File: config.mk
export PLATFORM = sky130hd
export DESIGN_NAME = sem_back
export DESIGN_NICKNAME = d
export VERILOG_FILES = /design/src/hw/rtl/sem_pkg.sv /design/src/hw/rtl/sem_back.sv
export SDC_FILE = /design/constraint.sdc
export NUM_CORES = 1
export LEC_CHECK = 0
export BUFFER_PORTS_ARGS = -buffer_cell sky130_fd_sc_hd__buf_2
export CORE_UTILIZATION = 55
export CTS_BUF_LIST = sky130_fd_sc_hd__clkbuf_4 sky130_fd_sc_hd__clkbuf_8 sky130_fd_sc_hd__clkbuf_16
export DETAILED_ROUTE_END_ITERATION = 8
export HOLD_SLACK_MARGIN = 0.06
export PLACE_DENSITY = 0.73
export SYNTH_ARGS = -nofsm -noshare
export SYNTH_HDL_FRONTEND = slang
export SYNTH_SLANG_ARGS = --single-unit
File: constraint.sdc
create_clock -name clk -period 7.05 [get_ports clk]
set_input_delay 1.41 -clock clk [delete_from_list [all_inputs] [get_ports clk]]
set_output_delay 1.41 -clock clk [all_outputs]
set_load 0.005 [all_outputs]
File: src/hw/rtl/sem_pkg.sv
// shared types and constants for the sobel edge magnitude block
// no dependencies; imported by every module of the block
package sem_pkg;

  localparam int PIX_W   = 8;
  localparam int GRAD_W  = 11;   // signed gradient, range -1020..1020
  localparam int SUM_W   = 22;   // gx^2 + gy^2, at most 2080800
  localparam int OCOL_W  = 10;
  localparam int OROW_W  = 12;
  localparam int CFGW_W  = 11;
  localparam int CFGH_W  = 12;
  localparam int CFGD_W  = 12;
  localparam int ROOT_W  = 16;
  localparam int FIFO_DEPTH = 4;

  // line store depth, widest row the block handles
  localparam int MAX_WIDTH = 1024;

  // configuration register indexes
  localparam logic CFG_IDX_WIDTH  = 1'b0;
  localparam logic CFG_IDX_HEIGHT = 1'b1;

  localparam logic [PIX_W-1:0] MAG_CLAMP = 8'd255;

  // one interior pixel waiting for its magnitude
  typedef struct packed {
    logic signed [GRAD_W-1:0] gx;
    logic signed [GRAD_W-1:0] gy;
    logic [OCOL_W-1:0]        col;
    logic [OROW_W-1:0]        row;
    logic                     last;
  } job_t;

endpackage

File: src/hw/rtl/sem_back.sv
// back end: squares the gradients, takes an iterative floor square root,
// clamps and holds the result until taken; depends on sem_pkg
module sem_back import sem_pkg::*; (
  input  logic              clk,
  input  logic              rst_n,
  input  logic              q_empty,
  output logic              q_pop,
  input  job_t              q_head,
  output logic              out_valid,
  input  logic              out_ready,
  output logic [PIX_W-1:0]  out_magnitude,
  output logic [OCOL_W-1:0] out_center_col,
  output logic [OROW_W-1:0] out_center_row,
  output logic              out_last_of_frame
);

  localparam logic [1:0] B_IDLE = 2'd0;
  localparam logic [1:0] B_SQR  = 2'd1;
  localparam logic [1:0] B_ROOT = 2'd2;
  localparam logic [1:0] B_OUT  = 2'd3;

  logic [1:0]              state_r, state_nxt;
  job_t                    job_r;
  logic [ROOT_W-1:0]       rem_r, root_r, bit_r;
  logic [PIX_W-1:0]        mag_r;

  logic signed [SUM_W-1:0] sq_x, sq_y;
  logic [SUM_W-1:0]        sum;
  logic [ROOT_W:0]         trial;
  logic [ROOT_W-1:0]       rem_nxt, root_nxt;

  assign q_pop = (state_r == B_IDLE) && !q_empty;

  always_comb begin
    sq_x = job_r.gx * job_r.gx;
    sq_y = job_r.gy * job_r.gy;
    sum  = $unsigned(sq_x) + $unsigned(sq_y);
  end

  // one root digit per cycle
  always_comb begin
    trial = {1'b0, root_r} + {1'b0, bit_r};
    if ({1'b0, rem_r} >= trial) begin
      rem_nxt  = rem_r - trial[ROOT_W-1:0];
      root_nxt = (root_r >> 1) + bit_r;
    end else begin
      rem_nxt  = rem_r;
      root_nxt = root_r >> 1;
    end
  end

  always_comb begin
    state_nxt = state_r;
    unique case (state_r)
      B_IDLE: if (!q_empty) state_nxt = B_SQR;
      B_SQR:  state_nxt = (sum >= SUM_W'(65536)) ? B_OUT : B_ROOT;
      B_ROOT: if (bit_r == ROOT_W'(1)) state_nxt = B_OUT;
      B_OUT:  if (out_ready) state_nxt = B_IDLE;
      default: state_nxt = B_IDLE;
    endcase
  end

  always_ff @(posedge clk) begin
    if (q_pop) begin
      job_r <= q_head;
    end
    if (state_r == B_SQR) begin
      rem_r  <= sum[ROOT_W-1:0];
      root_r <= '0;
      bit_r  <= ROOT_W'(1) << (ROOT_W - 2);
      mag_r  <= MAG_CLAMP;
    end else if (state_r == B_ROOT) begin
      rem_r  <= rem_nxt;
      root_r <= root_nxt;
      bit_r  <= bit_r >> 2;
      if (bit_r == ROOT_W'(1)) begin
        mag_r <= root_nxt[PIX_W-1:0];
      end
    end
  end

  always_ff @(posedge clk) begin
    if (!rst_n) begin
      state_r <= B_IDLE;
    end else begin
      state_r <= state_nxt;
    end
  end

  assign out_valid         = (state_r == B_OUT);
  assign out_magnitude     = mag_r;
  assign out_center_col    = job_r.col;
  assign out_center_row    = job_r.row;
  assign out_last_of_frame = job_r.last;

endmodule

======== Word-level counts from Yosys, hierarchy flattened ========
Cells that the tools add are included.
storage, ports and cells
  input bits .............................. 49
  flip-flop bits (word level) ............. 95
  output and inout port bits .............. 33
operators by class
  eq/ne operators ......................... 7
  reductions and logical operators ........ 8
  order comparisons ....................... 2
  $add $sub $neg .......................... 4
  multiplexer cells ....................... 9
  multipliers ............................. 2
operators by type and width
  kind                    number
  $mux W16                4
  $mul A11 B11 Y22        2
  $add A22 B22 Y22        1
  $ge A22 B17 Y1 const B  1
  $add A16 B15 Y17        1
  $ge A16 B17 Y1          1
  $add A15 B15 Y16        1
  $sub A16 B16 Y16        1
  $eq A8 B1 Y1 const B    1
  $pmux W2 S4             1
  $mux W2                 3
  $eq A2 B2 Y1 const B    2
  $ne A2 B2 Y1 const B    2
  $reduce_and A2 Y1       2
  $reduce_bool A2 Y1      2
  $reduce_and A3 Y1       1
  $eq A2 B1 Y1 const B    1
  $logic_not A2 Y1        1
  $ne A2 B1 Y1 const B    1
  $logic_and A1 B1 Y1     1
  $logic_not A1 Y1        1
  $mux W1                 1

======== Logic depth before layout (Yosys ltp) ========
Gate-level depths: netlist (run 1).
  depth in word-level cells ............... 5
  depth in mapped cells ................... 25
  depth with buffers taken out ............ 24

======== Worst setup path after synthesis (run 1) ========
Ideal clock, no wire load.
  kind .................................... register to register
  start point ............................. register job_r[33] in the netlist's numbering
  end point ............................... register state_r[0]
  buffers on the path ..................... 1
  clock period less this slack ............ 6.436 ns
  data arrival time ....................... 6.311 ns
  data required time ...................... 6.925 ns
  cell stages (with the launch flop) ...... 22
  slack ................................... 0.614 ns
  setup time .............................. 0.125 ns
  cell sequence ........................... edfxtp_1 -> clkbuf_1 -> nand2_1 -> inv_1 -> fa_1 -> inv_1 -> fa_1 -> inv_1 -> fa_1 -> fa_1 -> fa_1 -> fa_1 -> fa_1 -> ha_1 -> a21oi_1 -> nand2_1 -> o31ai_1 -> o21ai_0 -> a21o_1 -> a21oi_1 -> xnor2_1 -> a31oi_1
between the ends
  longest elaborated chain between the ends .. 5
ends and longest elaborated chain
  item                    RTL line        text
  from (decl)             sem_back.sv:23  job_t job_r;
  from (signal assigned)  sem_back.sv:65  job_r <= q_head;
  $mul A11 B11 Y22        sem_back.sv:36  sq_y = job_r.gy * job_r.gy;
  $add A22 B22 Y22        sem_back.sv:37  sum = $unsigned(sq_x) + $unsigned(sq_y);
  $ge A22 B17 Y1          sem_back.sv:56  B_SQR: state_nxt = (sum >= SUM_W'(65536)) ? B_OUT : B_ROOT;
  $mux W1                 sem_back.sv:56
  $pmux W2 S4             sem_back.sv:54  unique case (state_r)
  to (signal assigned)    sem_back.sv:86  state_r <= state_nxt;
  to (decl)               sem_back.sv:22  logic [1:0] state_r, state_nxt;
No other way between the ends.
A chain may end at the register's enable or synchronous reset.

======== Worst setup path in the final report (run 1) ========
  start point ............................. register job_r[41] in the netlist's numbering
  end point ............................... register state_r[0]
between the ends
  longest elaborated chain between the ends .. 5
ends and longest elaborated chain
  item              RTL line        text
  $mul A11 B11 Y22  sem_back.sv:35  sq_x = job_r.gx * job_r.gx;
  $add A22 B22 Y22  sem_back.sv:37
  $ge A22 B17 Y1    sem_back.sv:56
  $mux W1           sem_back.sv:56
  $pmux W2 S4       sem_back.sv:54
No other way between the ends.

==> results of run 1 <==
## flip-flops by register name (all words and copies together), names as in the netlist
register           count
bit_r                  8
job_r                 22
out_center_col        10
out_center_row        12
out_last_of_frame      1
out_magnitude          8
rem_r                 16
root_r                16
state_r                2
## cells in the mapped netlist, types with 10 or more instances
cell / number / share of area (%)
ha_1: 118 / 11
buf_4: 23 / 1.3
and2_1: 47 / 2.1
dfxtp_1: 34 / 4.9
a31oi_1: 14 / 0.63
nor4_1: 10 / 0.45
a21oi_1: 33 / 1.2
clkbuf_1: 39 / 1.1
nand2_1: 104 / 2.8
nor3_1: 11 / 0.40
mux2i_1: 10 / 0.73
nand2b_1: 10 / 0.45
o21ai_0: 42 / 1.5
nor2b_1: 23 / 1.0
a211oi_1: 13 / 0.71
nor2_1: 58 / 1.6
xnor2_1: 44 / 2.8
xor2_1: 23 / 1.5
fa_1: 242 / 35
edfxtp_1: 61 / 13
inv_1: 304 / 8.3
a21o_1: 17 / 0.93
## worst reg2reg max path: cells and delay by family, from the launching register on
kind,cells,cell delay (ns)
fa+ha+maj,8,3.68
buf+inv,5,0.42
xor+xnor,1,0.13
compound gates,7,1.53
simple gates,1,0.21
flops,1,0.57
## metal layers
layer  part of all wire (%)  GRT usage [%]
met1                     43           31.4
met5                      0              0
met2                     51           43.0
met3                    3.9           3.64
met4                    1.7           6.93
## worst paths after layout
kind | to | slack [ns] | depth (start not counted)
max | state_r[0] | 0.39 | 22
min | out_magnitude[2] | 0.48 | 2
max reg2reg | state_r[0] | 0.39 | 22
min reg2reg | out_magnitude[2] | 0.48 | 2
## metrics by stage
step	utilization (%)	hold slack [ns]	instances	worst slack, ns
after global placement	59.0	0.446	1740	0.422
final	60.7	0.478	1767	0.387
after CTS	60.3	0.479	1756	0.323
after global routing	60.7	0.515	1767	0.0171
after floorplan	-	0.464	1381	0.614
after detailed placement	59.0	0.458	1740	0.347
## logic make-up after synthesis
family	count (synthesis)	share of synthesized area, %
buffers and inverters	372	10.8
muxes	11	0.807
xor gates and xnor gates	67	4.25
AOI/OAI and AO/OA	182	9.63
and+or+nand+nor	294	10.4
adders and majority gates	360	45.8
DFF	95	18.2
## final cells by class
type                    instances  area, um^2  area share, %
inverters                     304        1140           7.68
clock buffers                   9         225           1.52
clock inverters                 7        86.3          0.581
flip-flops and latches         95        2510           16.9
well taps                     324         405           2.73
repair buffers                114         678           4.56
multi-input cells             914        9810           66.0
## what timing repair did
| action | in CTS | in global routing |
|---|---|---|
| setup endpoints to repair | 0 | 1 |
| resized for setup | 0 | 2 |
| buffers inserted | 0 | 11 |
==> results.md, run 1 <==
* Setup TNS Final at 0 ns
* Post-synthesis average cell area at 9.99 um^2
* Main synth FF type: edfxtp_1
* CP max FO at 10
* Total grt overflow at 0
* Ys async rst share at 0%
* Cell area after synthesis at 13800 um^2
* Total die area at 25700 um^2
* Final hold viol count at 0
* Die Y at 160 um
* IO Count at 82
* Layout Nets at 1847
* CTS buffer count at 9
* Starting density of the core at 56.4%
* WL per Instance at 16.6 um
* Clock Sinks at 95
* Via count of the first global-routing pass at 10061
* Wire length of the first global-routing pass at 49300 um
* Worst-path clk slew at 0.09 ns
* Number of flops mapped to enable cells by yosys at 61
* Max Cap Violations at 0
* Status: finished clean
* CTS max path bufs at 2
* Sequential fraction of the synthesis area at 18.2%
* Least-Margin Pin Slew at 0.794 ns
* Crit-path cells: inv_1 -> nor2_1 -> fa_1 -> inv_1 -> fa_1 -> fa_1 -> fa_1 -> fa_1 -> inv_1 -> fa_1 -> inv_1 -> fa_1 -> inv_1 -> ha_1 -> a211oi_1 -> o21ai_0 -> o31ai_1 -> o21ai_0 -> a21o_1 -> a21oi_1 -> xnor2_1 -> a31oi_1
* Setup repair after global routing missed its margin: no
* Slowest CP cell: edfxtp_1
* Final setup fails at 0
* GPL Wtd Cong at 0.855
* # H-tree levels at 3
* Mapped Nets at 1790
* Detailed-router iteration count before antenna repair at 7
* Hold/Removal Path Class: flop to flop
* DP Wirelength at 23800 um
* Layout cells sized above 1 at 11.2%
* Worst Setup SP: job_r[41]
* Most used cell, CP: fa_1
* WS Path Type: flop to flop
* Post-Syn Instances at 1381
* Setup Skew at 0.0189 ns
* Warnings, synthesis at 0
* Worst-skew pair later-pin latency at 0.38 ns
* CP Launch Type: flop
* Vias per Instance at 5.31
* GRT Resource Usage Total at 24.5%
* CP Buf/Inv Count at 5
* Post-route ant nets at 0
* # rows at 57
* Commonest non-fill, non-tap cell in the layout: inv_1
* CTS Hold Bufs at 0
* Launch point of the worst hold path: out_magnitude[2]
* Final period util at 94.5%
* Via count at 9384
* TritonCTS clock tree: done
* Core ar. at 24500 um^2
* Worst endpoint required time at 7.30 ns
* Max Slew Vio Count at 0
* Reg-to-reg startpoint: job_r[41]
* Die Width at 160 um
* DRT iter0 DRCs at 448
* Diode count at 0
* Maximum clock frequency at 150 MHz
* Filler Cell Count at 2036
* Fin crit period at 6.66 ns
* Routed WL at 29300 um
* Initial antenna violation count at 0
* Most frequent cells in the layout: inv_1, fa_1, ha_1, nand2_1, buf_2
* Netlist cell types at 65
* Slew headroom at 47.0%
* Layout area overhead at 7.72%
* Max incr delay on CP at 0.57 ns
* Placed cell areas at 14400 um^2
* CP endpoint kind: flop
* Clock root cell: clkbuf_16
* Port Buffers at 81
* DR DRC count at 0
* Largest delay share family, worst path: adder cells
* Synthesis-stage register bit count at 95
* Worst EP arrival at 6.92 ns
* Pin count of the biggest net entering global routing at 47
* Finished Cell Area at 14900 um^2
Power of run 1 is not shown: default switching activity piles up to over one toggle a cycle in this logic, so the estimate is an artifact.
==> run 2: changes to the inputs <==
--- a/config.mk
+++ b/config.mk
@@ -6,6 +6,7 @@
 export NUM_CORES = 1
 export LEC_CHECK = 0
 export BUFFER_PORTS_ARGS = -buffer_cell sky130_fd_sc_hd__buf_2
+export CORE_ASPECT_RATIO = 0.7
 export CORE_UTILIZATION = 55
 export CTS_BUF_LIST = sky130_fd_sc_hd__clkbuf_4 sky130_fd_sc_hd__clkbuf_8 sky130_fd_sc_hd__clkbuf_16
 export DETAILED_ROUTE_END_ITERATION = 8
==> results.md, run 2 (synthesized netlist as in run 1, its figures left out) <==
* CP max FO at 10 (unchanged)
* Finished Cell Area at 15000 um^2 (+0.63%)
* Post-route ant nets at 0 (unchanged)
* CP Buf/Inv Count at 5 (unchanged)
* Least-Margin Pin Slew at 0.809 ns (+0.0144 ns)
* Worst EP arrival at 7.01 ns (+0.09 ns)
* DP Wirelength at 24300 um (+2.2%)
* Most used cell, CP: fa_1
* Setup Skew at 0.0102 ns (-0.00874 ns)
* Placed cell areas at 14500 um^2 (+0.22%)
* Pin count of the biggest net entering global routing at 77 (+64%)
* Slew headroom at 46.1% (-0.96 points)
* Largest regs: job_r (22), rem_r (16), root_r (16)
* Starting density of the core at 56.0% (-0.37 points)
* Register-to-Register Path Depth at 22 (unchanged)
* CTS buffer count at 9 (unchanged)
* Via count of the first global-routing pass at 9738 (-3.2%)
* Register with the most flip-flops: job_r
* Routed WL at 29300 um (about the same)
* Non-Filler Instances at 1779 (+0.68%)
* Diode count at 0 (unchanged)
* GRT Resource Usage Total at 24.7% (+0.27 points)
* Hold/Removal Path Class: flop to flop
* Final hold viol count at 0 (unchanged)
* Vias per Instance at 5.26 (-1.0%)
* Core ar. at 24600 um^2 (+0.66%)
* Launch point of the worst hold path: out_magnitude[2]
* CTS Hold Bufs at 0 (unchanged)
* Clock Sinks at 95 (unchanged)
* Filler Cell Count at 2058 (+1.1%)
* Final period util at 95.7% (+1.2 points)
* Top Usage Layer GRT: met1
* Worst-skew pair later-pin latency at 0.37 ns (about the same)
* Layout cells sized above 1 at 12.0% (+0.88 points)
* # rows at 48 (-16%)
* Largest delay share family, worst path: adder cells
* Wire length of the first global-routing pass at 49500 um (+0.43%)
* Maximum clock frequency at 148 MHz (-1.2%)
* Max Cap Violations at 0 (unchanged)
* R2r endpoint: state_r[0]
* TritonCTS clock tree: done
* Max reg flops at 22 (unchanged)
* GPL Wtd Cong at 0.914 (+6.8%)
* Worst endpoint required time at 7.31 ns (about the same)
* Clock root cell: clkbuf_16
* Status: finished clean
* Met2 usage in global routing at 36.3% (-6.7 points)
* Reg2Reg Setup Slack at 0.30 ns (-0.08 ns)
* Total grt overflow at 0 (unchanged)
* Initial antenna violation count at 0 (unchanged)
* IO Count at 82 (unchanged)
* Hold Path Sink: out_magnitude[2]
* Die Width at 191 um (+19%)
* DR DRC count at 0 (unchanged)
* # H-tree levels at 3 (unchanged)
* Die Y at 135 um (-16%)
* Via count at 9349 (-0.37%)
* DRT iter0 DRCs at 652 (+46%)
* Crit-path cells: and2_1 -> fa_1 -> inv_1 -> fa_1 -> fa_1 -> fa_1 -> fa_1 -> inv_1 -> fa_1 -> inv_1 -> fa_1 -> inv_1 -> ha_1 -> a211oi_1 -> o21ai_0 -> o31ai_1 -> buf_4 -> o21ai_0 -> a21o_1 -> a21oi_1 -> xnor2_1 -> a31oi_1
* Max Slew Vio Count at 0 (unchanged)
* CTS max path bufs at 2 (unchanged)
* Layout area overhead at 8.40%
* Fin crit period at 6.75 ns (+0.0839 ns)
* Worst Hold Depth at 2 (unchanged)
* Port Buffers at 81 (unchanged)
* CP Launch Type: flop
* Most frequent cells in the layout: inv_1, fa_1, ha_1, nand2_1, buf_2
* Layout Nets at 1858 (+0.60%)
* Commonest non-fill, non-tap cell in the layout: inv_1
* Slowest CP cell: edfxtp_1
* Setup TNS Final at 0 ns (unchanged)
* Max incr delay on CP at 0.55 ns (-0.02 ns)
* WS Path Type: flop to flop
* Reg-to-reg startpoint: job_r[39]
* Worst-path clk slew at 0.08 ns (about the same)
* Detailed-router iteration count before antenna repair at 5 (-2)
* CP endpoint kind: flop
* WL per Instance at 16.5 um (-0.66%)
* Met1 GRT Util at 37.6% (+6.2 points)
* Total die area at 25700 um^2 (about the same)
* Met3 global-route usage at 5.38% (+1.7 points)
* Placed insts at 1745 (+0.29%)
* Final setup fails at 0 (unchanged)
-- run 2: how the worst max path moves through the flow --
stage | start | end | cells past startpoint | slack, ns
global placement | job_r[33] | state_r[0] | 22 | 0.33
CTS | job_r[33] | state_r[0] | 22 | 0.15
global route | job_r[44] | state_r[0] | 21 | -0.006
floorplan | job_r[33] | state_r[0] | 21 | 0.61
finish | job_r[39] | state_r[0] | 22 | 0.30
detailed placement | job_r[33] | state_r[0] | 22 | 0.18
-- run 2: routing by layer --
metal	routed length, um	vias up
li1	-	4470
met1	14100	4601
met2	12900	246
met3	1850	32
met4	456	0
met5	0	-
-- run 2: final cells by class --
type	instances	area, um^2	share of cell area (%)
clock buffer	9	225	1.51
clock inverter	7	104	0.695
inverter	304	1140	7.63
multi-input combinational	914	9820	65.6
sequential	95	2510	16.8
tap	325	407	2.72
timing repair buffer	125	748	5.00
-- run 2: worst register-to-register path: stages (launching register included) --
cell and delay, ns:
edfxtp_1 0.55, and2_1 0.26, fa_1 0.54, inv_1 0.05, fa_1 0.51, fa_1 0.43
fa_1 0.48, fa_1 0.49, inv_1 0.06, fa_1 0.50, inv_1 0.05, fa_1 0.51
inv_1 0.05, ha_1 0.31, a211oi_1 0.33, o21ai_0 0.12, o31ai_1 0.42, buf_4 0.22
o21ai_0 0.16, a21o_1 0.21, a21oi_1 0.16, xnor2_1 0.14, a31oi_1 0.09
-- run 2: timing repair --
action	CTS	global route
endpoints found under the setup margin	0	1
setup buffers	0	18
gates resized for setup	0	5
-- run 2: metrics by stage --
step	setup slack [ns]	utilization, %	hold WS (ns)
3_3_place_gp	0.327	58.7	0.445
3_5_place_dp	0.181	58.7	0.462
4_1_cts	0.146	60.1	0.479
5_1_grt	-0.00609	60.7	0.529
6_report	0.304	60.7	0.479
2_1_floorplan	0.614	-	0.464
Power of run 2 is left out for the same reason.
