File: config.mk
export PLATFORM = sky130hd
export DESIGN_NAME = sem_fifo
export DESIGN_NICKNAME = d
export VERILOG_FILES = /design/src/hw/rtl/sem_pkg.sv /design/src/hw/rtl/sem_fifo.sv
export SDC_FILE = /design/constraint.sdc
export NUM_CORES = 1
export LEC_CHECK = 0
export BUFFER_PORTS_ARGS = -buffer_cell sky130_fd_sc_hd__buf_2
export CAP_MARGIN = 10
export CORE_MARGIN = 3
export CORE_UTILIZATION = 35
export DETAILED_ROUTE_END_ITERATION = 16
export SYNTH_ARGS = -nofsm -noshare
export SYNTH_HDL_FRONTEND = slang
export SYNTH_SLANG_ARGS = --single-unit
File: constraint.sdc
create_clock -name clk -period 5.2 [get_ports clk]
set_clock_uncertainty 0.15 [all_clocks]
set_input_delay 0.26 -clock clk [delete_from_list [all_inputs] [get_ports clk]]
set_output_delay 0.26 -clock clk [all_outputs]
set_load 0.05 [all_outputs]
File: src/hw/rtl/sem_pkg.sv
// shared types and constants for the sobel edge magnitude block
// no dependencies; imported by every module of the block
package sem_pkg;

  localparam int PIX_W   = 8;
  localparam int GRAD_W  = 11;   // signed gradient, range -1020..1020
  localparam int SUM_W   = 22;   // gx^2 + gy^2, at most 2080800
  localparam int OCOL_W  = 10;
  localparam int OROW_W  = 12;
  localparam int CFGW_W  = 11;
  localparam int CFGH_W  = 12;
  localparam int CFGD_W  = 12;
  localparam int ROOT_W  = 16;
  localparam int FIFO_DEPTH = 4;

  // line store depth, widest row the block handles
  localparam int MAX_WIDTH = 1024;

  // configuration register indexes
  localparam logic CFG_IDX_WIDTH  = 1'b0;
  localparam logic CFG_IDX_HEIGHT = 1'b1;

  localparam logic [PIX_W-1:0] MAG_CLAMP = 8'd255;

  // one interior pixel waiting for its magnitude
  typedef struct packed {
    logic signed [GRAD_W-1:0] gx;
    logic signed [GRAD_W-1:0] gy;
    logic [OCOL_W-1:0]        col;
    logic [OROW_W-1:0]        row;
    logic                     last;
  } job_t;

endpackage

File: src/hw/rtl/sem_fifo.sv
// short job queue between the gradient front end and the magnitude back end
// depends on sem_pkg for job_t and FIFO_DEPTH
module sem_fifo import sem_pkg::*; (
  input  logic clk,
  input  logic rst_n,
  input  logic push,
  input  job_t push_data,
  output logic full,
  input  logic pop,
  output logic empty,
  output job_t head
);

  localparam int PTR_W = $clog2(FIFO_DEPTH);
  localparam int CNT_W = $clog2(FIFO_DEPTH + 1);

  job_t             slot_r [FIFO_DEPTH];
  logic [PTR_W-1:0] wr_ptr_r, rd_ptr_r;
  logic [CNT_W-1:0] count_r;

  assign full  = (count_r == CNT_W'(FIFO_DEPTH));
  assign empty = (count_r == '0);
  assign head  = slot_r[rd_ptr_r];

  always_ff @(posedge clk) begin
    if (push) begin
      slot_r[wr_ptr_r] <= push_data;
    end
  end

  always_ff @(posedge clk) begin
    if (!rst_n) begin
      wr_ptr_r <= '0;
      rd_ptr_r <= '0;
      count_r  <= '0;
    end else begin
      if (push) wr_ptr_r <= wr_ptr_r + PTR_W'(1);
      if (pop)  rd_ptr_r <= rd_ptr_r + PTR_W'(1);
      if (push && !pop) begin
        count_r <= count_r + CNT_W'(1);
      end else if (pop && !push) begin
        count_r <= count_r - CNT_W'(1);
      end
    end
  end

endmodule

; ---- Word level (Yosys, flattened, before mapping)
; Memories as Yosys holds them, arrays and structs flattened. A register that Yosys moved wholly into a read port is not among the register bits.
; Index checks and enable logic that the tools add are counted.
[classes]
bitwise_logic = 0
n_mul = 0
muxes = 6
n_lt_le_gt_ge = 0
shift = 0
reduce_logical = 6
div = 0
eq_ne = 1
n_addsub = 4
[ops]
columns = operator, n
row1 = 3-bit two-way mux, 2
row2 = "2-bit by 1-bit adder with 2-bit output, second input constant", 2
row3 = 2-bit two-way mux, 2
row4 = "3-bit by 1-bit adder with 3-bit output, second input constant", 1
row5 = "3-bit == test, second input constant", 1
row6 = 3-bit zero test, 1
row7 = "3-bit by 1-bit subtractor with 3-bit output, second input constant", 1
row8 = 1-bit logical AND, 2
row9 = 1-bit zero test, 2
row10 = 1-bit two-way mux, 2
row11 = 2-bit nonzero test, 1
[totals]
reg_bits = 7
output_inout_bits = 47
ramBits = 180
latch_bits = 0
word_cells = 21
input_bits = 49
mem_count = 1
mem_bits_ro = 0
[memory_table]
columns = memory, depth, word_bits, read_ports, rd_ports_with_merged_regs, write_ports, line
row1 = slot_r, 4, 45, 1, 1, 1, sem_fifo.sv:17  ; job_t slot_r [FIFO_DEPTH];

; ---- Longest topological paths before layout
; Gate-level depths: netlist of run 1.
[logic_depth]
depth_word = 4
ltp_mapped = 7
depth_no_buf = 7

; ---- Worst setup path after synthesis of run 1
; Ideal clock, no wire load.
[synth_timing]
path_type = flip-flop to flip-flop
from = register wr_ptr_r[0]
to = memory slot_r[2][0] in the netlist's numbering, enable pin
synth_period_minus_slack_ps = 2178
t_required_ps = 4643
setup_ps = 407
n_path_buf = 0
setup_slack_ps = 3022
arrival_time_ps = 1621
path_stages_with_launch = 4
cell_sequence = dfxtp_1 > inv_1 > ha_1 > and2_1
[synth_lines]
columns = item, line
row1 = from (decl), sem_fifo.sv:18  ; logic [PTR_W-1:0] wr_ptr_r, rd_ptr_r;
row2 = from (signal assigned), sem_fifo.sv:37  ; if (push) wr_ptr_r <= wr_ptr_r + PTR_W'(1);
row3 = to (decl), sem_fifo.sv:17
; Straight into the memory's write port.

==> results.md, run 1 <==
* Final ANT Viol Nets at 0
* Slew margin rel. at 37.9%
* Critical Path AT at 2330 ps
* Vias in the first global route at 3568
* P&R area growth vs syn at 26.3%
* Total CTS buffers at 17
* IR Drop Worst-Case VDD at 213 uV
* Nets at 488
* Min-delay worst type: primary input to register
* Cell family with most CP delay: flip-flops
* RSZ-0062 raised after global routing: false
* Dpl ws at 2810 ps
* Clock sinks at 189
* Achievable Freq at 364 MHz
* GRT Total Usage at 12.1%
* Setup TNS at 0 ps
* Initial antenna violation count at 1
* Post-synth top flop: edfxtp_1
* Worst setup margin at 2460 ps
* Yosys top cell area share at 77.2%
* Warnings, synthesis at 0
* Status: finished clean
* Worst-path clk slew at 70 ps
* Clock root cell: clkbuf_16
* Most common cell after layout, fill and taps aside: edfxtp_1
* Core Util, Final at 45.3%
* Post-Synthesis Cells at 278
* Post-synthesis adder-cell area fraction at 1.18%
* Post-synthesis async set-or-reset flop share at 0%
* Post-route DRC at 0
* Max-cap check violation count at 0
* Worst R2R Start: wr_ptr_r[0]
* I/O Pins at 96
* Pwr/cell area at 417 mW/mm^2
* Top cells by area, synth: edfxtp_1 (77%), mux4_2 (13%), dfxtp_1 (2.6%)
* Via/cell ratio at 4.59
* Mux cell area share after synthesis at 15.0%
* Post-Synth Simple-Gate Area at 1.30%
* Post-Synth XOR/XNOR Area at 0.626%
* Average size of a mapped cell at 25.2 um^2
* RePlAce Congestion at 0.648
* Fin. Hold Viols at 0
* Count of final setup violators at 0
* Worst path required time at 4790 ps
* Dpl hpwl at 7520 um
* Pins Over Slew Limit at 0
* First drt pass iteration count at 4
* Vias post-DR at 3267
* Syn nets at 333
* Post-CTS setup buffers at 0
* Antenna cells at 0
* Min-delay src: pop
* Worst R2R Setup Slack at 3070 ps
* Seq/Total Area, Yosys at 79.8%
* # placed instances at 633
* WL/cell at 17.7 um
* Cell row count at 51
* Layout fillers at 1675
* Port-buffer cells at 95
* DRT Wirelength at 12600 um
* CP cell instances: mux4_1, buf_2
* Core Box Area at 0.0195 mm^2
* WP buf/inv at 1
* Maximum root-to-sink buffer count at 2
* Unique masters post-synth at 22
* Worst Setup End Kind: output port
* Yosys reg bits at 189
* Synth Area in Compound Gates at 0.179%
* Final cycle utilization of the critical path at 52.8%
* Top cell type by total area after synthesis: edfxtp_1
* Slowest cell delay on critical path at 960 ps
* Die height at 147 um
* Initial core utilization at 35.8%
* Crit-path max FO at 45
* H-tree depth at 4
* Reg2Reg Depth at 4
* Chip width at 147 um
* Overflow after GRT at 0
* Most frequent cells in the layout: edfxtp_1 (180), buf_2 (95), dlygate4sd3_1 (46)
* Synthesized area at 0.00700 mm^2
* DR iter-0 viols at 159
* Final min period at 2740 ps
* Die Area at 0.0217 mm^2
* Non-filler cells, final at 711
* Crit start category: register
* Worst-margin pin slew at 932 ps
* Layout cells sized above 1 at 39.2%
* CP max-delay cell: dfxtp_4
* Worst Hold Depth at 3
* FF-to-FF End: slot_r[2][41]
* CTS tree: done
* Largest family of logic cells by synthesized area: multiplexers
* Latest clock arrival within the worst-skew pair at 420 ps
* Largest net degree at the start of global routing at 46
* P_leak at 3.02 nW
* EDFF count, synth at 180
* First-pass GRT wire length at 19600 um
* CP Class: register to output port
registers in the layout, indices dropped and copies added (netlist names), named ones only:
name / count
count_r: 3
rd_ptr_r: 2
slot_r: 180
wr_ptr_r: 2
final cells by class:
type                            count  area, um^2  area share [%]
Clock inverter                     12         209            2.36
Sequential cell                   189        5590            63.2
Clock buffer                       20         437            4.94
Multi-Input combinational cell     75        1290            14.6
Timing Repair Buffer              146         973            11.0
Tap cell                          265         332            3.75
Inverter                            4        15.0           0.170
worst max path at each step:
| stage | from | to | slack, ps | depth (start not counted) |
|---|---|---|---|---|
| floorplan | wr_ptr_r[0] | slot_r[2][0] | 3020 | 3 |
| global placement | register | head[31] | 2830 | 2 |
| detailed placement | register | head[41] | 2810 | 2 |
| CTS | register | head[41] | 2330 | 2 |
| global route | register | head[41] | 2250 | 2 |
| finish | register | head[41] | 2460 | 2 |
cells in the mapped netlist, types with 3 or more instances:
library cell	count
inv_1	4
edfxtp_1	180
mux4_2	40
ha_1	5
buf_2	4
xor2_1	3
dfxtp_1	9
mux4_1	5
buf_12	4
and2_1	9
report_power, final:
part | switching, mW | internal, mW | total [mW]
logic | 0.332 | 0.171 | 0.503
registers | 0.0402 | 1.75 | 1.79
clock network | 0.540 | 0.860 | 1.40
total | 0.912 | 2.78 | 3.69
layer usage:
metal / routed length, um / vias up / GRT usage [%]
met1: 5330 / 1680 / 15.1
met3: 723 / 15 / 4.32
met4: 135 / 2 / 3.91
met5: 13 / - / 0
li1: - / 1480 / -
met2: 6400 / 90 / 20.0
worst reg2reg max path: stages, from the launching register on:
cell and delay (ps):
dfxtp_1 350, inv_1 90, ha_1 140, and2_2 610, buf_4 450
cell families after synthesis:
group                    after synthesis
AND/OR/NAND/NOR                       15
adder cells (fa/ha/maj)                6
multiplexers                          47
AO/OA/AOI/OAI                          2
flip-flops                           189
XOR/XNOR                               5
buffers and inverters                 14
timing repair:
action                     4_1_cts  5_1_grt
gates resized for setup          0        0
hold endpoints to repair       187        0
setup endpoints to repair        0        0
hold buffers                    46        0
stage by stage:
| stage | power [mW] | hold slack [ps] | area, um^2 |
|---|---|---|---|
| 2_1_floorplan | 2.19 | 209 | 7000 |
| 5_1_grt | 3.82 | 69.5 | 8840 |
| 6_report | 3.69 | 66.2 | 8840 |
| 3_3_place_gp | 2.30 | 319 | 7740 |
| 3_5_place_dp | 2.31 | 329 | 7740 |
| 4_1_cts | 3.73 | 39.9 | 8840 |
Power figures use the tool's default switching activity.
==> run 2, diff against run 1 <==
Clock period 5.2 ns to 2.66 ns, I/O delays scaled along.
==> results.md, run 2 (same netlist as run 1, synthesis figures left out) <==
* Setup TNS at 0 ps (unchanged)
* FF-to-FF End: slot_r[1][6] (was slot_r[2][41])
* Crit-path max FO at 19 (was 45)
* Gate power share at 15.3% (was 13.6%)
* Power Internal at 5.04 mW (was 2.78 mW)
* Die Area at 0.0217 mm^2 (unchanged)
* RePlAce Congestion at 0.635 (was 0.648)
* Clock Power Share at 33.5% (was 37.9%)
* Max-cap check violation count at 0 (unchanged)
* Min-delay src: push_data[8] (was pop)
* WL/cell at 17.4 um (was 17.7 um)
* Initial core utilization at 35.8% (unchanged)
* Latest clock arrival within the worst-skew pair at 410 ps (was 420 ps)
* DRT Wirelength at 12500 um (was 12600 um)
* P&R area growth vs syn at 26.7% (was 26.3%)
* DR iter-0 viols at 172 (was 159)
* Biggest regs: slot_r: 180 flops, count_r: 3 flops (unchanged)
* Core Util, Final at 45.4% (was 45.3%)
* First drt pass iteration count at 4 (unchanged)
* Layout cells sized above 1 at 39.7% (was 39.2%)
* Sw Pwr at 1.73 mW (was 912 uW)
* Register area at 0.00559 mm^2 (unchanged)
* CP Class: register to output port (unchanged)
* Post-route DRC at 0 (unchanged)
* Worst R2R Setup Slack at 850 ps (was 3070 ps)
* Via/cell ratio at 4.55 (was 4.59)
* P_leak at 3.04 nW (was 3.02 nW)
* I/O Pins at 96 (unchanged)
* Flip-flop count of the largest register after layout at 180 (unchanged)
* Worst R2R Start: wr_ptr_r[0] (unchanged)
* Core Box Area at 0.0195 mm^2 (unchanged)
* Initial antenna violation count at 1 (unchanged)
* Dpl hpwl at 7780 um (was 7520 um)
* Cell row count at 51 (unchanged)
* Final ANT Viol Nets at 0 (unchanged)
* Worst-margin pin slew at 511 ps (was 932 ps)
* IR Drop Worst-Case VDD at 436 uV (was 213 uV)
* Count of final setup violators at 0 (unchanged)
* Placed cell area at 0.00785 mm^2 (was 0.00774 mm^2)
* RSZ-0062 raised after global routing: false (unchanged)
* Worst Setup End Kind: output port (unchanged)
* Chip width at 147 um (unchanged)
* Largest net degree at the start of global routing at 29 (was 46)
* Crit start category: register (unchanged)
* Vias in the first global route at 3614 (was 3568)
* H-tree depth at 4 (unchanged)
* Most common cell after layout, fill and taps aside: edfxtp_1 (unchanged)
* Worst-path clk slew at 60 ps (was 70 ps)
* Achievable Freq at 410 MHz
* Reg2Reg Depth at 3 (was 4)
* Clock sinks at 189 (unchanged)
* Die height at 147 um (unchanged)
* Min-Delay Endpoint: slot_r[1][8]
* Total CTS buffers at 17 (unchanged)
* # resized after CTS at 0 (unchanged)
* Fin. Hold Viols at 0 (unchanged)
* Largest Register: slot_r (unchanged)
* Status: finished clean (unchanged)
* Overflow after GRT at 0 (unchanged)
* Final Cell Area at 0.00887 mm^2 (was 0.00884 mm^2)
* GRT Total Usage at 12.2% (was 12.1%)
* Layout fillers at 1704 (was 1675)
* Multi-input logic area at 0.00129 mm^2 (unchanged)
* Nets at 498 (was 488)
* Worst Hold Depth at 2 (was 3)
* Antenna cells at 0 (unchanged)
* Most frequent cells in the layout: edfxtp_1 (180), buf_2 (95), dlygate4sd3_1 (49) (was edfxtp_1 (180), buf_2 (95), dlygate4sd3_1 (46))
* Switching Fraction at 25.5% (was 24.7%)
* Final cycle utilization of the critical path at 91.7%
* Port-buffer cells at 95 (unchanged)
* # placed instances at 640 (was 633)
* Clock root cell: clkbuf_16 (unchanged)
* First-pass GRT wire length at 19900 um (was 19600 um)
* Critical Path AT at 2160 ps (was 2330 ps)
* Slew margin rel. at 65.9% (was 37.9%)
* Worst path required time at 2380 ps (was 4790 ps)
* Flop pwr share at 51.3% (was 48.4%)
* Maximum root-to-sink buffer count at 2 (unchanged)
* Min-delay worst type: primary input to register (unchanged)
* Pins Over Slew Limit at 0 (unchanged)
* Final min period at 2440 ps
* Non-filler cells, final at 718 (was 711)
* Final hold slack at 316 ps (was 66.2 ps)
* Vias post-DR at 3265 (was 3267)
* Pwr/cell area at 763 mW/mm^2 (was 417 mW/mm^2)
* CTS tree: done (unchanged)
run 2: cell count changes in the layout (fill, tap and decap cells not counted):
| cell | delta |
|---|---|
| clkinv_4 | -1 |
| clkbuf_1 | -2 |
| dlygate4sd3_1 | +3 |
| clkinvlp_4 | -1 |
| bufinv_16 | -4 |
| buf_4 | +2 |
| clkinv_2 | +4 |
| clkinv_1 | +1 |
| buf_12 | +5 |
run 2: power groups by stage:
stage / combinational [mW] / sequential [mW] / clock [mW]
3_5_place_dp: 0.994 / 3.54 / 0
2_1_floorplan: 0.763 / 3.51 / 0
6_report: 1.03 / 3.47 / 2.27
5_1_grt: 1.10 / 3.48 / 2.48
4_1_cts: 1.06 / 3.47 / 2.35
3_3_place_gp: 0.982 / 3.53 / 0
run 2: worst max-delay path by stage:
stage | endpoint | slack (ps) | cells past startpoint
CTS | head[8] | 130 | 3
detailed placement | head[7] | 600 | 3
global route | head[8] | 60 | 3
finish | head[8] | 220 | 3
global placement | head[8] | 610 | 3
floorplan | slot_r[2][0] | 480 | 3
run 2: what timing repair did:
| action | CTS | global route |
|---|---|---|
| setup buffers | 0 | 0 |
| hold endpoints to repair | 189 | 0 |
| hold buffers | 49 | 0 |
run 2: stage by stage:
| step | power [mW] | setup slack [ps] |
|---|---|---|
| floorplan | 4.27 | 482 |
| finish | 6.77 | 221 |
| detailed placement | 4.53 | 604 |
| global route | 7.06 | 60.2 |
| CTS | 6.88 | 130 |
| global placement | 4.51 | 615 |
run 2: metal layers:
| layer | up-vias | track usage [%] | part of all wire [%] |
|---|---|---|---|
| met4 | 2 | 3.22 | 0.87 |
| met5 | - | 0 | 0.096 |
| li1 | 1499 | - | - |
| met2 | 68 | 19.9 | 51 |
| met1 | 1686 | 15.7 | 44 |
| met3 | 10 | 4.32 | 4.6 |
run 2: layout make-up:
class / count / share of cell area [%]
Tap cell: 265 / 3.74
Multi-Input combinational cell: 75 / 14.5
Clock buffer: 18 / 4.84
Inverter: 4 / 0.169
Clock inverter: 11 / 1.09
Timing Repair Buffer: 156 / 12.6
Sequential cell: 189 / 63.0
run 2: critical path: stages, from the launching register on:
cell and delay (ps):
dfxtp_4 610, buf_4 340, mux4_2 540, buf_2 230
==> run 3, diff against run 2 <==
Clock period 2.66 ns to 3.1 ns, I/O delays scaled along.
==> results.md, run 3 (same netlist as run 1, synthesis figures left out) <==
* Clock sinks at 189 (unchanged)
* WL/cell at 17.7 um (was 17.4 um)
* Gate power share at 14.4% (was 15.3%)
* Worst Setup End Kind: output port (unchanged)
* Fin. Hold Viols at 0 (unchanged)
* Status: finished clean (unchanged)
* Core Util, Final at 45.6% (was 45.4%)
* Worst-path clk slew at 70 ps (was 60 ps)
* Final ANT Viol Nets at 0 (unchanged)
* Initial antenna violation count at 1 (unchanged)
* Slew margin rel. at 50.9% (was 65.9%)
* CP Class: register to output port (unchanged)
* # placed instances at 635 (was 640)
* Crit-path max FO at 26 (was 19)
* Worst setup margin at 582 ps (was 221 ps)
* Worst path required time at 2790 ps (was 2380 ps)
* Setup crit end: head[44] (was head[8])
* Min-delay worst type: primary input to register (unchanged)
* RSZ-0062 raised after global routing: false (unchanged)
* Port-buffer cells at 95 (unchanged)
* Vias post-DR at 3285 (was 3265)
* Largest net degree at the start of global routing at 46 (was 29)
* Die height at 147 um (unchanged)
* Clock root cell: clkbuf_16 (unchanged)
* Crit start category: register (unchanged)
* Vias in the first global route at 3604 (was 3614)
* Dpl ws at 976 ps (was 604 ps)
* Chip width at 147 um (unchanged)
* I/O Pins at 96 (unchanged)
* Flip-flop count of the largest register after layout at 180 (unchanged)
* Total CTS buffers at 17 (unchanged)
* Nets at 493 (was 498)
* Switching Fraction at 25.3% (was 25.5%)
* CTS tree: done (unchanged)
* Non-filler cells, final at 716 (was 718)
* Overflow after GRT at 0 (unchanged)
* GRT Total Usage at 12.3% (was 12.2%)
* Final min period at 2520 ps
* Final Cell Area at 0.00890 mm^2 (was 0.00887 mm^2)
* Worst-margin pin slew at 736 ps (was 511 ps)
* Layout cells sized above 1 at 39.5% (was 39.7%)
* Post-route DRC at 0 (unchanged)
* Reg2Reg Depth at 3 (unchanged)
* Max-cap check violation count at 0 (unchanged)
* Most frequent cells in the layout: edfxtp_1 (180), buf_2 (95), dlygate4sd3_1 (49) (unchanged)
* Achievable Freq at 397 MHz
* CP max-delay cell: dfxtp_4 (unchanged)
* Maximum root-to-sink buffer count at 2 (unchanged)
* Dpl hpwl at 7690 um (was 7780 um)
* Critical Path AT at 2210 ps (was 2160 ps)
* Count of final setup violators at 0 (unchanged)
* Worst R2R Start: wr_ptr_r[0] (unchanged)
* Latest clock arrival within the worst-skew pair at 420 ps (was 410 ps)
* H-tree depth at 4 (unchanged)
* P_leak at 3.05 nW (was 3.04 nW)
* Total chip power at 6.04 mW (was 6.77 mW)
* Largest Register: slot_r (unchanged)
* DRT Wirelength at 12600 um (was 12500 um)
* First-pass GRT wire length at 20100 um (was 19900 um)
* Most common cell after layout, fill and taps aside: edfxtp_1 (unchanged)
* Sw Pwr at 1.53 mW (was 1.73 mW)
* DR iter-0 viols at 220 (was 172)
* Cell row count at 51 (unchanged)
* Initial core utilization at 35.8% (unchanged)
* IR Drop Worst-Case VDD at 341 uV (was 436 uV)
* Pwr/cell area at 678 mW/mm^2 (was 763 mW/mm^2)
* Final cycle utilization of the critical path at 81.2%
* Worst R2R Setup Slack at 1250 ps (was 850 ps)
* Pins Over Slew Limit at 0 (unchanged)
* RePlAce Congestion at 0.661 (was 0.635)
* Via/cell ratio at 4.59 (was 4.55)
* Antenna cells at 0 (unchanged)
* Biggest regs: slot_r: 180 flops, count_r: 3 flops (unchanged)
* Final hold slack at 327 ps (was 316 ps)
* Placed cell area at 0.00782 mm^2 (was 0.00785 mm^2)
* Power Internal at 4.51 mW (was 5.04 mW)
* Setup TNS at 0 ps (unchanged)
* Clock Power Share at 36.0% (was 33.5%)
* P&R area growth vs syn at 27.2% (was 26.7%)
* Die Area at 0.0217 mm^2 (unchanged)
* Core Box Area at 0.0195 mm^2 (unchanged)
* CP cell instances: buf_12, mux4_1, buf_2 (was buf_4, mux4_2, buf_2)
* Post-CTS setup buffers at 0 (unchanged)
* Flop pwr share at 49.5% (was 51.3%)
* FF-to-FF End: slot_r[1][20] (was slot_r[1][6])
* First drt pass iteration count at 4 (unchanged)
* Slowest cell delay on critical path at 650 ps (was 610 ps)
## run 3: power by group through the flow
stage	Sequential (mW)	Combinational, mW	Clock (mW)
floorplan	3.01	0.655	0
global placement	3.04	0.828	0
detailed placement	3.05	0.839	0
CTS	2.99	0.891	2.24
global route	3.01	0.927	2.36
finish	2.99	0.872	2.18
## run 3: worst min-delay path by stage
stage	start	to	slack [ps]	cells after the start
floorplan	push_data[0]	slot_r[0][0]	100	0
global placement	push_data[39]	slot_r[2][39]	220	1
detailed placement	push_data[16]	slot_r[2][16]	220	1
CTS	push_data[8]	slot_r[0][8]	310	2
global route	push_data[8]	slot_r[0][8]	320	2
finish	push_data[8]	slot_r[0][8]	330	2
## run 3: cell type report
cell class              count  area (um^2)
clock buffers              19          433
inverters                   4         15.0
repair buffers            151         1080
well taps                 265          332
flip-flops and latches    189         5590
fillers                  1691        10600
multi-input cells          75         1290
clock inverters            13          161
## run 3: metal layers
layer | up-vias | GRT usage, % | routed length (um)
li1 | 1495 | - | -
met1 | 1709 | 15.1 | 5410
met2 | 63 | 21.1 | 6590
met3 | 16 | 3.68 | 461
met4 | 2 | 3.91 | 179
met5 | - | 0 | 7
## run 3: critical path: cells and delay by family, from the launching register on
| family | cells | cell delay (ps) |
|---|---|---|
| multiplexers | 1 | 590 |
| flip-flops | 1 | 650 |
| buffers and inverters | 2 | 540 |
## run 3: repair_timing
action	CTS	global route
resized for setup	0	0
hold buffers	49	0
hold endpoints to repair	189	0
